`src/rtl/c_subset_lexer_macros.svh`:
```
// assertion helpers shared by the lexer files
`ifndef C_SUBSET_LEXER_MACROS_SVH
`define C_SUBSET_LEXER_MACROS_SVH

// same-cycle implication, checked out of reset
`define CLX_ASSERT_NOW(lbl, ante, cons) \
  lbl: assert property (@(posedge clk) disable iff (!rst_n) (ante) |-> (cons)) \
    else $error("clx check failed");

// next-cycle implication, checked out of reset
`define CLX_ASSERT_NEXT(lbl, ante, cons) \
  lbl: assert property (@(posedge clk) disable iff (!rst_n) (ante) |=> (cons)) \
    else $error("clx check failed");

`endif

```
`src/rtl/clx_pkg.sv`:
```
`timescale 1ns / 1ps
package clx_pkg;

  localparam int OFFSET_BITS = 16;
  localparam int QUEUE_DEPTH = 4;
  localparam int QPTR_W      = $clog2(QUEUE_DEPTH);
  localparam int MAX_RES     = 3;
  localparam logic [30:0] NUM_MAX = 31'h7FFF_FFFF;

  typedef logic [OFFSET_BITS-1:0] pos_t;

  // token kinds
  localparam logic [2:0] TK_NUMBER = 3'd0;
  localparam logic [2:0] TK_STREND = 3'd1;
  localparam logic [2:0] TK_NAME   = 3'd2;
  localparam logic [2:0] TK_KEYWD  = 3'd3;
  localparam logic [2:0] TK_SYM    = 3'd4;
  localparam logic [2:0] TK_END    = 3'd5;
  localparam logic [2:0] TK_STRBYT = 3'd6;
  localparam logic [2:0] TK_ERROR  = 3'd7;

  // error codes
  localparam logic [1:0] ERR_STRING  = 2'd1;
  localparam logic [1:0] ERR_COMMENT = 2'd2;
  localparam logic [1:0] ERR_BYTE    = 2'd3;

  typedef enum logic [3:0] {
    M_IDLE, M_NUMBER, M_IDENT, M_PUNCT, M_SLASH, M_LINE,
    M_BLOCK, M_STAR, M_STRING, M_ESC, M_ERROR
  } lex_mode_t;

  typedef struct packed {
    logic [7:0] source_byte;
    logic       is_final;
  } in_item_t;

  typedef struct packed {
    logic [2:0]  token_kind;
    logic [15:0] start_offset;
    logic [15:0] token_length;
    logic [30:0] number_value;
    logic        value_saturated;
    logic [2:0]  keyword_index;
    logic [7:0]  char_first;
    logic [7:0]  char_second;
    logic [1:0]  error_code;
    logic        final_result;
  } out_item_t;

  // all records caused by one byte
  typedef struct packed {
    out_item_t [MAX_RES-1:0] res;
    logic [1:0]              cnt;
  } bundle_t;

  function automatic logic is_digit(input logic [7:0] c);
    return (c >= 8'h30) && (c <= 8'h39);
  endfunction

  function automatic logic is_alpha(input logic [7:0] c);
    return ((c >= 8'h61) && (c <= 8'h7A)) || ((c >= 8'h41) && (c <= 8'h5A));
  endfunction

  function automatic logic is_space(input logic [7:0] c);
    return (c == 8'h20) || ((c >= 8'h09) && (c <= 8'h0D));
  endfunction

  function automatic logic is_punct(input logic [7:0] c);
    return ((c >= 8'h21) && (c <= 8'h2F)) || ((c >= 8'h3A) && (c <= 8'h40)) ||
           ((c >= 8'h5B) && (c <= 8'h60)) || ((c >= 8'h7B) && (c <= 8'h7E));
  endfunction

  function automatic logic [2:0] kw_len(input logic [2:0] k);
    logic [2:0] l;
    unique case (k)
      3'd0: l = 3'd6;
      3'd1: l = 3'd2;
      3'd2: l = 3'd4;
      3'd3: l = 3'd5;
      3'd4: l = 3'd3;
      3'd5: l = 3'd3;
      3'd6: l = 3'd4;
      default: l = 3'd6;
    endcase
    return l;
  endfunction

  // keyword text, right aligned, first char highest
  function automatic logic [47:0] kw_word(input logic [2:0] k);
    logic [47:0] w;
    unique case (k)
      3'd0: w = "return";
      3'd1: w = "if";
      3'd2: w = "else";
      3'd3: w = "while";
      3'd4: w = "for";
      3'd5: w = "int";
      3'd6: w = "char";
      default: w = "sizeof";
    endcase
    return w;
  endfunction

  // drop keywords that do not have byte c at index i
  function automatic logic [7:0] narrow(input logic [7:0] cand, input pos_t i,
                                        input logic [7:0] c);
    logic [7:0]  r;
    logic [47:0] w;
    logic [2:0]  sel;
    r = cand;
    for (int k = 0; k < 8; k++) begin
      w   = kw_word(3'(k));
      sel = 3'(kw_len(3'(k)) - 3'd1 - i[2:0]);
      if ((i >= pos_t'(kw_len(3'(k)))) || (w[8*sel +: 8] != c)) r[k] = 1'b0;
    end
    return r;
  endfunction

  function automatic logic [7:0] decode_escape(input logic [7:0] c);
    logic [7:0] r;
    unique case (c)
      8'h6E:   r = 8'd10;
      8'h74:   r = 8'd9;
      8'h72:   r = 8'd13;
      8'h30:   r = 8'd0;
      default: r = c;
    endcase
    return r;
  endfunction

  function automatic out_item_t mk_rec(input logic [2:0] kind, input pos_t start,
                                       input pos_t len);
    out_item_t r;
    r = '0;
    r.token_kind   = kind;
    r.start_offset = 16'(start);
    r.token_length = 16'(len);
    return r;
  endfunction

  function automatic out_item_t mk_punct(input logic [7:0] a, input logic [7:0] b,
                                         input pos_t start);
    out_item_t r;
    r = mk_rec(TK_SYM, start, (b != 8'd0) ? pos_t'(2) : pos_t'(1));
    r.char_first  = a;
    r.char_second = b;
    return r;
  endfunction

  function automatic out_item_t mk_error(input logic [1:0] code, input pos_t start);
    out_item_t r;
    r = mk_rec(TK_ERROR, start, '0);
    r.error_code = code;
    return r;
  endfunction

  function automatic out_item_t mk_number(input pos_t start, input pos_t len,
                                          input logic [30:0] v, input logic sat);
    out_item_t r;
    r = mk_rec(TK_NUMBER, start, len);
    r.number_value    = v;
    r.value_saturated = sat;
    return r;
  endfunction

  function automatic out_item_t mk_ident(input pos_t start, input pos_t len,
                                         input logic [7:0] cand);
    out_item_t r;
    r = mk_rec(TK_NAME, start, len);
    // lowest matching keyword wins
    for (int k = 7; k >= 0; k--) begin
      if (cand[k] && (len == pos_t'(kw_len(3'(k))))) begin
        r.token_kind    = TK_KEYWD;
        r.keyword_index = 3'(k);
      end
    end
    return r;
  endfunction

endpackage

```
`src/rtl/c_subset_lexer.sv`:
```
`timescale 1ns / 1ps
// channel  direction  payload     handshake
// in_      input      in_item_t   in_valid / in_ready
// out_     output     out_item_t  out_valid / out_ready
//
// one source byte is taken per cycle while the four-entry record queue has room
// each byte yields up to three records; the back end sends one record a cycle,
// unless out_ stalls, so multi-record bytes throttle input once the queue fills
// a byte's first record is written to the queue, then loaded into the back end
// bundle register before it is valid on out_; rst_n is synchronous and returns
// the lexer to offset zero with an empty queue; out_ stalls never reach the lexer state until the queue is full
module c_subset_lexer (
  input  logic               clk,
  input  logic               rst_n,
  input  logic               in_valid,
  output logic               in_ready,
  input  clx_pkg::in_item_t  in_data,
  output logic               out_valid,
  input  logic               out_ready,
  output clx_pkg::out_item_t out_data
);
  import clx_pkg::*;

  logic    take, push, q_full, q_valid, q_pop;
  bundle_t push_data, q_data;

  assign in_ready = !q_full;
  assign take     = in_valid && in_ready;

  // lexer state machine
  clx_front u_front (
    .clk     (clk),
    .rst_n   (rst_n),
    .take    (take),
    .in_item (in_data),
    .push    (push),
    .bundle  (push_data)
  );

  // record queue
  clx_fifo u_fifo (
    .clk       (clk),
    .rst_n     (rst_n),
    .wr_en     (push),
    .wr_data   (push_data),
    .rd_en     (q_pop),
    .rd_data   (q_data),
    .full      (q_full),
    .not_empty (q_valid)
  );

  // record serializer
  clx_back u_back (
    .clk       (clk),
    .rst_n     (rst_n),
    .q_valid   (q_valid),
    .q_data    (q_data),
    .q_pop     (q_pop),
    .out_valid (out_valid),
    .out_ready (out_ready),
    .out_data  (out_data)
  );

endmodule

```
`src/rtl/clx_front.sv`:
```
`timescale 1ns / 1ps
module clx_front (
  input  logic              clk,
  input  logic              rst_n,
  input  logic              take,
  input  clx_pkg::in_item_t in_item,
  output logic              push,
  output clx_pkg::bundle_t  bundle
);
  import clx_pkg::*;

  lex_mode_t   mode_r, mode_nxt;
  pos_t        pos_r, pos_nxt, begin_r, begin_nxt;
  logic [30:0] acc_r, acc_nxt;
  logic        clamp_r, clamp_nxt;
  logic [7:0]  cand_r, cand_nxt, held_r, held_nxt;
  logic [15:0] dcnt_r, dcnt_nxt;

  logic [7:0]  c;
  logic        fin, fresh;
  logic [1:0]  n;
  logic [34:0] prod;
  bundle_t     bnd;

  assign c   = in_item.source_byte;
  assign fin = in_item.is_final;

  // lexer state
  always_ff @(posedge clk) begin
    if (!rst_n) begin
      mode_r  <= M_IDLE;
      pos_r   <= '0;
      begin_r <= '0;
      acc_r   <= '0;
      clamp_r <= 1'b0;
      cand_r  <= 8'hFF;
      held_r  <= '0;
      dcnt_r  <= '0;
    end else begin
      mode_r  <= mode_nxt;
      pos_r   <= pos_nxt;
      begin_r <= begin_nxt;
      acc_r   <= acc_nxt;
      clamp_r <= clamp_nxt;
      cand_r  <= cand_nxt;
      held_r  <= held_nxt;
      dcnt_r  <= dcnt_nxt;
    end
  end

  // per-byte decision, then end-of-text flush
  always_comb begin
    mode_nxt  = mode_r;
    pos_nxt   = pos_r;
    begin_nxt = begin_r;
    acc_nxt   = acc_r;
    clamp_nxt = clamp_r;
    cand_nxt  = cand_r;
    held_nxt  = held_r;
    dcnt_nxt  = dcnt_r;
    bnd       = '0;
    n         = '0;
    fresh     = 1'b0;
    prod      = ({4'd0, acc_r} << 3) + ({4'd0, acc_r} << 1) + 35'(c - 8'h30);
    if (take) begin
      if (c != 8'd0) begin
        unique case (mode_r)
          M_NUMBER: begin
            if (is_digit(c)) begin
              if (prod > 35'(NUM_MAX)) begin
                acc_nxt   = NUM_MAX;
                clamp_nxt = 1'b1;
              end else begin
                acc_nxt = prod[30:0];
              end
            end else begin
              bnd.res[n] = mk_number(begin_r, pos_r - begin_r, acc_r, clamp_r);
              n = n + 2'd1;
              fresh = 1'b1;
            end
          end
          M_IDENT: begin
            if (is_alpha(c) || is_digit(c) || (c == 8'h5F)) begin
              cand_nxt = narrow(cand_r, pos_r - begin_r, c);
            end else begin
              bnd.res[n] = mk_ident(begin_r, pos_r - begin_r, cand_r);
              n = n + 2'd1;
              fresh = 1'b1;
            end
          end
          M_PUNCT: begin
            if (c == 8'h3D) begin
              bnd.res[n] = mk_punct(held_r, 8'h3D, begin_r);
              n = n + 2'd1;
              mode_nxt = M_IDLE;
            end else begin
              bnd.res[n] = mk_punct(held_r, 8'd0, begin_r);
              n = n + 2'd1;
              fresh = 1'b1;
            end
          end
          M_SLASH: begin
            if (c == 8'h2F) begin
              mode_nxt = M_LINE;
            end else if (c == 8'h2A) begin
              mode_nxt = M_BLOCK;
            end else begin
              bnd.res[n] = mk_punct(8'h2F, 8'd0, begin_r);
              n = n + 2'd1;
              fresh = 1'b1;
            end
          end
          M_LINE: begin
            if (c == 8'h0A) mode_nxt = M_IDLE;
          end
          M_BLOCK: begin
            if (c == 8'h2A) mode_nxt = M_STAR;
          end
          M_STAR: begin
            if (c == 8'h2F) mode_nxt = M_IDLE;
            else if (c != 8'h2A) mode_nxt = M_BLOCK;
          end
          M_STRING: begin
            if (c == 8'h22) begin
              bnd.res[n] = mk_rec(TK_STREND, begin_r, pos_r + pos_t'(1) - begin_r);
              n = n + 2'd1;
              mode_nxt = M_IDLE;
            end else if (c == 8'h5C) begin
              mode_nxt = M_ESC;
            end else if (c == 8'h0A) begin
              bnd.res[n] = mk_error(ERR_STRING, begin_r);
              n = n + 2'd1;
              mode_nxt = M_ERROR;
            end else begin
              dcnt_nxt = dcnt_r + 16'd1;
              bnd.res[n] = mk_rec(TK_STRBYT, pos_r, pos_t'(dcnt_nxt));
              bnd.res[n].char_first = c;
              n = n + 2'd1;
            end
          end
          M_ESC: begin
            dcnt_nxt = dcnt_r + 16'd1;
            bnd.res[n] = mk_rec(TK_STRBYT, pos_r - pos_t'(1), pos_t'(dcnt_nxt));
            bnd.res[n].char_first = decode_escape(c);
            n = n + 2'd1;
            mode_nxt = M_STRING;
          end
          M_ERROR: begin
            mode_nxt = M_ERROR;
          end
          default: begin
            fresh = 1'b1;
          end
        endcase

        // start of a new token
        if (fresh) begin
          mode_nxt  = M_IDLE;
          begin_nxt = pos_r;
          priority if (is_space(c)) begin
            mode_nxt = M_IDLE;
          end else if (is_digit(c)) begin
            mode_nxt  = M_NUMBER;
            acc_nxt   = 31'(c - 8'h30);
            clamp_nxt = 1'b0;
          end else if (is_alpha(c) || (c == 8'h5F)) begin
            mode_nxt = M_IDENT;
            cand_nxt = narrow(8'hFF, '0, c);
          end else if (c == 8'h22) begin
            mode_nxt = M_STRING;
            dcnt_nxt = '0;
          end else if (c == 8'h2F) begin
            mode_nxt = M_SLASH;
            held_nxt = c;
          end else if ((c == 8'h3D) || (c == 8'h21) || (c == 8'h3C) || (c == 8'h3E)) begin
            mode_nxt = M_PUNCT;
            held_nxt = c;
          end else if (is_punct(c)) begin
            bnd.res[n] = mk_punct(c, 8'd0, pos_r);
            n = n + 2'd1;
          end else begin
            bnd.res[n] = mk_error(ERR_BYTE, pos_r);
            n = n + 2'd1;
            mode_nxt = M_ERROR;
          end
        end
        pos_nxt = pos_r + pos_t'(1);
      end

      // end of text: flush pending token, emit end, back to reset
      if ((c == 8'd0) || fin) begin
        unique case (mode_nxt)
          M_NUMBER: begin
            bnd.res[n] = mk_number(begin_nxt, pos_nxt - begin_nxt, acc_nxt, clamp_nxt);
            n = n + 2'd1;
          end
          M_IDENT: begin
            bnd.res[n] = mk_ident(begin_nxt, pos_nxt - begin_nxt, cand_nxt);
            n = n + 2'd1;
          end
          M_PUNCT, M_SLASH: begin
            bnd.res[n] = mk_punct(held_nxt, 8'd0, begin_nxt);
            n = n + 2'd1;
          end
          M_STRING, M_ESC: begin
            bnd.res[n] = mk_error(ERR_STRING, begin_nxt);
            n = n + 2'd1;
          end
          M_BLOCK, M_STAR: begin
            bnd.res[n] = mk_error(ERR_COMMENT, begin_nxt);
            n = n + 2'd1;
          end
          default: begin
            n = n;
          end
        endcase
        bnd.res[n] = mk_rec(TK_END, pos_nxt, '0);
        bnd.res[n].final_result = 1'b1;
        n = n + 2'd1;
        mode_nxt  = M_IDLE;
        pos_nxt   = '0;
        begin_nxt = '0;
        acc_nxt   = '0;
        clamp_nxt = 1'b0;
        cand_nxt  = 8'hFF;
        held_nxt  = '0;
        dcnt_nxt  = '0;
      end
    end
    bnd.cnt = n;
  end

  assign push   = take && (n != 2'd0);
  assign bundle = bnd;

endmodule

```
`src/rtl/clx_fifo.sv`:
```
`timescale 1ns / 1ps
`include "c_subset_lexer_macros.svh"
module clx_fifo (
  input  logic             clk,
  input  logic             rst_n,
  input  logic             wr_en,
  input  clx_pkg::bundle_t wr_data,
  input  logic             rd_en,
  output clx_pkg::bundle_t rd_data,
  output logic             full,
  output logic             not_empty
);
  import clx_pkg::*;

  bundle_t           slot_r [QUEUE_DEPTH];
  logic [QPTR_W-1:0] wptr_r, rptr_r;
  logic [QPTR_W:0]   count_r;

  assign full      = (count_r == (QPTR_W+1)'(QUEUE_DEPTH));
  assign not_empty = (count_r != '0);
  assign rd_data   = slot_r[rptr_r];

  // storage
  always_ff @(posedge clk) begin
    if (wr_en) slot_r[wptr_r] <= wr_data;
  end

  // pointers and fill
  always_ff @(posedge clk) begin
    if (!rst_n) begin
      wptr_r  <= '0;
      rptr_r  <= '0;
      count_r <= '0;
    end else begin
      if (wr_en) wptr_r <= wptr_r + 1'b1;
      if (rd_en) rptr_r <= rptr_r + 1'b1;
      count_r <= count_r + (QPTR_W+1)'(wr_en) - (QPTR_W+1)'(rd_en);
    end
  end

  `CLX_ASSERT_NOW(a_no_overflow, wr_en && !rd_en, !full)
  `CLX_ASSERT_NOW(a_no_underflow, rd_en, not_empty)
  `CLX_ASSERT_NOW(a_no_empty_bundle, wr_en, wr_data.cnt != 2'd0)

endmodule

```
`src/rtl/clx_back.sv`:
```
`timescale 1ns / 1ps
`include "c_subset_lexer_macros.svh"
module clx_back (
  input  logic               clk,
  input  logic               rst_n,
  input  logic               q_valid,
  input  clx_pkg::bundle_t   q_data,
  output logic               q_pop,
  output logic               out_valid,
  input  logic               out_ready,
  output clx_pkg::out_item_t out_data
);
  import clx_pkg::*;

  bundle_t    cur_r;
  logic       vld_r;
  logic [1:0] idx_r;
  logic       last;

  assign last      = (idx_r + 2'd1 == cur_r.cnt);
  assign q_pop     = q_valid && (!vld_r || (out_ready && last));
  assign out_valid = vld_r;
  assign out_data  = cur_r.res[idx_r];

  // hold one bundle and step through its records
  always_ff @(posedge clk) begin
    if (!rst_n) begin
      vld_r <= 1'b0;
      idx_r <= '0;
    end else if (q_pop) begin
      vld_r <= 1'b1;
      idx_r <= '0;
    end else if (vld_r && out_ready) begin
      if (last) vld_r <= 1'b0;
      else idx_r <= idx_r + 2'd1;
    end
  end

  always_ff @(posedge clk) begin
    if (q_pop) cur_r <= q_data;
  end

  `CLX_ASSERT_NOW(a_idx_in_range, vld_r, idx_r < cur_r.cnt)
  `CLX_ASSERT_NEXT(a_stall_holds, vld_r && !out_ready, vld_r && $stable(idx_r))
  `CLX_ASSERT_NEXT(a_data_holds, vld_r && !out_ready, $stable(out_data))

endmodule

```
`config.mk`:
```
export PLATFORM = sky130hd
export DESIGN_NAME = c_subset_lexer
export DESIGN_NICKNAME = d
export VERILOG_FILES = /design/src/rtl/clx_pkg.sv /design/src/rtl/c_subset_lexer.sv /design/src/rtl/clx_front.sv /design/src/rtl/clx_fifo.sv /design/src/rtl/clx_back.sv
export VERILOG_INCLUDE_DIRS = /design/src /design/src/rtl
export SDC_FILE = /design/constraint.sdc
export NUM_CORES = 2
export LEC_CHECK = 0
export BUFFER_PORTS_ARGS = -buffer_cell sky130_fd_sc_hd__buf_2
export CORE_ASPECT_RATIO = 0.9
export CORE_UTILIZATION = 47
export CTS_BUF_LIST = sky130_fd_sc_hd__clkbuf_2 sky130_fd_sc_hd__clkbuf_4 sky130_fd_sc_hd__clkbuf_8
export DETAILED_ROUTE_END_ITERATION = 8
export SLEW_MARGIN = 20
export SYNTH_ARGS = -nofsm -noshare
export SYNTH_HDL_FRONTEND = slang
export SYNTH_SLANG_ARGS = --single-unit
```
`constraint.sdc`:
```
create_clock -name clk -period 21.2 [get_ports clk]
set_clock_uncertainty 0.2 [all_clocks]
set_input_delay 0 -clock clk [delete_from_list [all_inputs] [get_ports clk]]
set_output_delay 0 -clock clk [all_outputs]
set_load 0.01 [all_outputs]
```
**Word-level counts from Yosys, hierarchy flattened**

Memory sizes are Yosys's and may differ from the RTL's. A register that Yosys moved wholly into a read port is not among the register bits.
Cells that the tools add are included.

- Register bits after elaboration: 110
- Memories kept: 1
- Output and inout port bits: 91
- Bits in writable memories: 1076
- Logic and storage cells: 619
- Input port bits: 13

Memories:

| name | words | bits a word | read ports | clocked after Yosys merged registers in | write ports | RTL line | source |
|---|---|---|---|---|---|---|---|
| u_fifo.slot_r | 4 | 269 | 1 | 1 | 1 | clx_fifo.sv:15 | `bundle_t slot_r [QUEUE_DEPTH];` |

- Mux-type cells: 378
- Eq/ne operators: 62
- Shift-type cells: 16
- $add $sub $neg: 33
- Reduce and logical (&&, ||, !) cells: 80
- Order comparisons: 34
- Bitwise operators: 2

Operators with widths:

| cell | number |
|---|---|
| two-way mux 48 bit | 80 |
| two-way mux 267 bit | 14 |
| bitwise mux 267 bit | 9 |
| case mux 267 bit (5 select lines) | 1 |
| two-way mux 89 bit | 10 |
| variable part select 48 x 7 -> 8 bit | 16 |
| demux 89 bit (select 2 bit) | 4 |
| case mux 89 bit (6 select lines) | 1 |
| two-way mux 3 bit | 107 |
| two-way mux 31 bit | 9 |
| two-way mux 16 bit | 17 |
| binary-select mux 89 bit (select 2 bit) | 1 |
| equality test 16 x 3 -> 1 bit | 10 |
| two-way mux 8 bit | 19 |
| inequality test 8 bit | 16 |
| two-way mux 88 bit | 1 |
| two-way mux 87 bit | 1 |
| two-way mux 86 bit | 1 |
| two-way mux 4 bit | 21 |
| greater-or-equal comparator 16 x 3 -> 1 bit | 5 |
| equality test 8 x 6 -> 1 bit (second input constant) | 9 |
| two-way mux 1 bit | 58 |
| two-way mux 56 bit | 1 |
| subtractor 16 bit | 3 |
| 47 further kinds | 191 |

**Depth between registers and ports, before layout**

- Depth after elaboration: 43
- Mapped depth: 27
- Depth with buffers taken out: 24

**Modules after synthesis**

A second synthesis with hierarchy kept.

- Cell total of the unflattened synthesis: 4707
- Area, all modules: 67104.4 um2

By module, submodules not included:

| module | instances | cells each | sequential area each (um2) | area an instance (um2) |
|---|---|---|---|---|
| clx_fifo | 1 | 1448 | 32491.2 | 39261.4 |
| clx_front | 1 | 2667 | 2001.9 | 17638.2 |
| clx_back | 1 | 590 | 8137.8 | 10194.8 |
| c_subset_lexer | 1 | 2 | 0.0 | 10.0 |

**Least setup slack after synthesis**

OpenSTA, ideal clock, no wires.

- Path kind: reg2reg
- From: register u_back.idx_r[0]
- To: register u_fifo.count_r[2]
- Arrival time: 15.548 ns
- Clock period less this slack: 15.863 ns
- Data required time: 20.885 ns
- Library setup time: 0.115 ns
- Buffers on the path: 1
- Setup slack: 5.337 ns
- Cell stages (with the launch flop): 14
- Cell sequence: dfxtp_1 clkbuf_1 nand2b_1 o21ai_0 nand2_1 a21oi_1 ha_1 inv_1 ha_1 inv_1 fa_1 xnor2_1 xnor2_1 and2_1

- Longest elaborated chain between the ends: 6

Ends and longest elaborated chain:

| item | RTL line | source |
|---|---|---|
| start, declared | clx_back.sv:17 | `logic [1:0] idx_r;` |
| start signal, assigned | clx_back.sv:35 | `else idx_r <= idx_r + 2'd1;` |
| adder 2 x 1 -> 2 bit | clx_back.sv:20 | `assign last = (idx_r + 2'd1 == cur_r.cnt);` |
| equality test 2 bit | clx_back.sv:20 |  |
| logical AND 1 bit | clx_back.sv:21 | `assign q_pop = q_valid && (!vld_r \|\| (out_ready && last));` |
| logical OR 1 bit | clx_back.sv:21 |  |
| logical AND 1 bit | clx_back.sv:21 |  |
| net q_pop | c_subset_lexer.sv:24 | `logic take, push, q_full, q_valid, q_pop;` |
| subtractor 3 x 1 -> 3 bit | clx_fifo.sv:37 | `count_r <= count_r + (QPTR_W+1)'(wr_en) - (QPTR_W+1)'(rd_en);` |
| end signal, assigned | clx_fifo.sv:37 |  |
| end, declared | clx_fifo.sv:17 | `logic [QPTR_W:0] count_r;` |

The timed path passes the listed nets, and every way through them passes these cells.
A chain may end at the register's enable or synchronous reset.

**Final worst setup path**

- From: register u_front.mode_r[2]
- To: memory u_fifo.slot_r[2][55] in the netlist's numbering, enable pin

- Longest elaborated chain between the ends: 26
- Elaborated cells on any way between the ends: 62
- Classes of those cells: 3 x add/sub; 18 x eq/ne; 36 x mux; 5 x reduce/logical

Ends and longest elaborated chain:

| item | RTL line | source |
|---|---|---|
| start, declared | clx_front.sv:12 | `lex_mode_t mode_r, mode_nxt;` |
| start signal, assigned | clx_front.sv:40 | `mode_r <= mode_nxt;` |
| equality test 4 x 2 -> 1 bit or equality test 4 bit (tied branches) | clx_front.sv:67 | `unique case (mode_r)` |
| OR reduction 2 bit (no source line) | -- |  |
| case mux 2 bit (5 select lines) | clx_front.sv:67 |  |
| two-way mux 2 bit | clx_front.sv:66 | `if (c != 8'd0) begin` |
| two-way mux 2 bit | clx_front.sv:65 | `if (take) begin` |
| adder 2 x 1 -> 2 bit | clx_front.sv:180, clx_front.sv:183 |  |
| two-way mux 2 bit | clx_front.sv:175 | `end else if ((c == 8'h3D) \|\| (c == 8'h21) \|\| (c == 8'h3C) \|\| (c == 8'h3E)) begin` |
| two-way mux 2 bit | clx_front.sv:172 | `end else if (c == 8'h2F) begin` |
| [... 10 more ...] | -- |  |
| two-way mux 2 bit | clx_front.sv:65 |  |
| adder 2 x 1 -> 2 bit | clx_front.sv:219 | `n = n + 2'd1;` |
| two-way mux 2 bit * | clx_front.sv:191 | `if ((c == 8'd0) \|\| fin) begin` |
| two-way mux 2 bit * | clx_front.sv:65 |  |
| nonzero test 2 bit * | clx_front.sv:233 | `assign push = take && (n != 2'd0);` |
| logical AND 1 bit * | clx_front.sv:233 |  |
| two-way mux 1 bit * | clx_fifo.sv:25 | `if (wr_en) slot_r[wptr_r] <= wr_data;` |
| two-way mux 1 bit (implied by the code) * | clx_fifo.sv:25 |  |
| end, declared | clx_fifo.sv:15 |  |

Every way passes the cells marked *; elsewhere a longest branch is shown, timed or not. The select of a mux whose other input is x is not followed.

==> flow_summary.json <==
{
  "antenna_found_initial": 5,
  "critPathArrivalTime_ns": 8.19,
  "die_area_um2": 134100,
  "synth_seq_cells": 1340,
  "slew_violations": 0,
  "ctsResizeCount": 0,
  "grt_pass1_vias": 39762,
  "cp_max_fo": 54,
  "grt_max_degree": 117,
  "dieWidth_um": 385.9,
  "powerDensity_nw_per_um2": 115.9,
  "p_leak_nw": 23.01,
  "period_share_pct": 36.96,
  "ys_seq_area_share_pct": 62.79,
  "p_int_mw": 5.604,
  "slew_headroom_pct": 15.52,
  "finalSetupViolCount": 0,
  "gp_congestion": 0.9692,
  "yosys.cell_types.count": 100,
  "finalInstanceArea_um2": 69460,
  "path_class": "flip-flop to flip-flop",
  "min_path_type": "input pin to flip-flop",
  "yosysTopAreaCellShare_pct": 59.26,
  "synth_edf_count": 1230,
  "cts_tree": "built",
  "dpl.hpwl_mm": 116.8,
  "overflow": 0,
  "port_buffers": 100,
  "cts_buffers": 210,
  "drt_wl_total_mm": 177.5,
  "finalCriticalPeriod_ns": 7.835,
  "fmax_ghz": 0.1276,
  "drtIter0Drc": 4453,
  "cp_data_required_time_ns": 21.55,
  "final_common_cell": "edfxtp_1",
  "drtAntennaViolNets": 0,
  "peakVddDrop_mv": 0.07765,
  "viasPerCell": 6.127,
  "reg2reg_slack_ns": 13.37,
  "dr.pass1.iters": 6,
  "clk_path_buf_depth": 3,
  "dpl_cell_area_um2": 64730,
  "vias": 40187,
  "yosys.area.top_type": "edfxtp_1",
  "chipHeight_um": 347.5,
  "layout_common_cells": "edfxtp_1, nand2_1, nor2_1",
  "rsz0062_at_grt": "no",
  "synth-main-ff-cell": "edfxtp_1",
  "cts_sinks": 1340,
  "cts_root_buffer": "clkbuf_8",
  "final-hold-violation-count": 0,
  "clk_latency_ns": 0.96,
  "start_util_pct": 47.46,
  "rows": 126,
  "nets": 4806,
  "ioPinCount": 104,
  "worstMarginPinSlew_ns": 1.263,
  "comb_power_share_pct": 24.1,
  "grt_first_pass_wirelength_mm": 264.3,
  "avgRoutedWirePerCell_um": 27.07,
  "syn2layout_area_growth_pct": 11.44,
  "synth_area_leaders": "edfxtp_1, mux4_2, dfxtp_1",
  "htree_levels": 4,
  "worstSetupStartpointType": "flip-flop",
  "synth_cells": 4490,
  "async_flop_share_pct": 0,
  "drive_gt1_share_pct": 17.41,
  "tns_ns": 0,
  "drc": 0,
  "timing.max_cap.violations": 0,
  "path_clk_slew_ns": 0.06,
  "syn_area_um2": 62330,
  "endpoint_kind": "flip-flop",
  "clock_power_share_pct": 28.5,
  "p_sw_mw": 2.445,
  "p_sw_share_pct": 30.38,
  "yosysWarnings": 0,
  "status": "completed",
  "core_um2": 131300,
  "track_usage_pct": 26.61,
  "power_frac_seq_pct": 47.4,
  "syn_area_per_cell_um2": 13.88
}
-- area by class of cell --
class	count	area, um2
timing repair buffer	200	1376
tap	1728	2162
clock inverter	110	907.1
antenna	7	17.52
inverter	100	375.4
clock buffer	285	3591
fill	10960	61860
multi-input combinational	2789	21880
sequential	1340	39150
-- cell families (layout without fill, tap and decap cells) --
kind of cell	count (synthesis)	after routing	share of synthesized area, %
buffers and inverters	363	695	2.280
AO/OA/AOI/OAI	966	966	10.05
XOR/XNOR	125	125	1.756
adder cells (fa/ha/maj)	152	152	3.461
other	1	10	0.006016
AND/OR/NAND/NOR	1195	1195	9.128
multiplexers	348	348	10.53
flip-flops	1340	1340	62.79
-- synth_stat cells (all sizes together), types with 11 or more instances --
cell type / count
o211ai: 26
a221oi: 15
nor3: 80
and2: 47
o2111ai: 11
ha: 118
nand4: 25
dfxtp: 110
xnor2: 67
or3: 33
nor2: 313
inv: 100
mux2i: 101
nand2: 392
o32ai: 12
o31ai: 15
a22oi: 32
xor2: 58
a21o: 39
a211oi: 17
o21a: 23
a221o: 14
buf: 77
nor4: 20
nand3: 79
o22ai: 67
clkbuf: 186
nor2b: 53
edfxtp: 1230
nand2b: 41
o211a: 15
mux4: 246
o21ai: 320
o21bai: 12
a222oi: 11
fa: 34
a31oi: 35
or2: 22
a21oi: 180
o221ai: 12
and3: 35
-- power by group through the flow --
| stage | logic (mW) | registers [mW] | clock network, mW |
|---|---|---|---|
| after detailed placement | 1.96 | 3.87 | 0 |
| final | 1.94 | 3.82 | 2.30 |
| after floorplan | 1.29 | 4.02 | 0 |
| after global routing | 2.08 | 3.87 | 2.46 |
| after global placement | 1.95 | 3.85 | 0 |
| after CTS | 1.96 | 3.82 | 2.35 |
-- metal layers --
| metal | up-vias | part of all wire (%) | GRT usage [%] |
|---|---|---|---|
| met1 | 20489 | 44 | 38.55 |
| met3 | 295 | 7.2 | 4.801 |
| li1 | 17826 | - | - |
| met2 | 1577 | 46 | 40.38 |
| met5 | - | 0 | 0 |
| met4 | 0 | 2.9 | 9.212 |
-- critical path, stage by stage (launching register included) --
cell and delay (ns):
dfxtp_1 0.83, nand3_1 0.18, o311a_1 0.37, a211oi_2 0.23
nand2_1 0.30, o21ai_2 0.21, buf_4 0.39, a32o_1 0.45
nand2b_1 0.28, o22a_2 0.41, a21oi_1 0.18, ha_1 0.31
a21oi_1 0.07, a31o_1 0.45, nor2b_4 0.83, buf_4 0.76
buf_4 0.76
-- what timing repair did --
action / in CTS / in global routing
endpoints found under the hold margin: 377 / 0
hold buffers: 21 / 0
setup buffers: 0 / 0
setup endpoints to repair: 0 / 0
-- through the flow --
stage                     hold slack (ns)  instances  setup slack [ns]  power [mW]  util [%]
after global routing               0.1097       6559             12.96       8.411     52.89
after CTS                         0.06019       6552             13.45       8.132     52.88
after floorplan                  0.008998       4492             5.337       5.313         -
final                              0.1545       6559             13.37       8.049     52.89
after global placement             0.2280       6135             13.09       5.800     49.29
after detailed placement           0.2227       6136             13.22       5.828     49.29
-- state kept, by name, indices dropped and copies added (netlist names) --
signal,flops
u_front.pos_r,16
u_fifo.slot_r,984
u_front.mode_r,4
u_fifo.rptr_r,2
u_back.out_valid,1
u_back.cur_r,246
u_front.held_r,8
u_front.cand_r,8
u_front.clamp_r,1
u_back.idx_r,2
u_front.acc_r,31
u_front.dcnt_r,16
u_front.begin_r,16
u_fifo.count_r,3
u_fifo.wptr_r,2
-- final timing paths --
check / from / to / cells past startpoint
min reg2reg: u_front.cand_r[1] / u_front.cand_r[1] / 2
max reg2reg: u_front.mode_r[2] / u_fifo.slot_r[2][55] / 16
min: in_valid / u_front.cand_r[3] / 6
max: u_front.mode_r[2] / u_fifo.slot_r[2][55] / 16
Power figures use the tool's default switching activity.
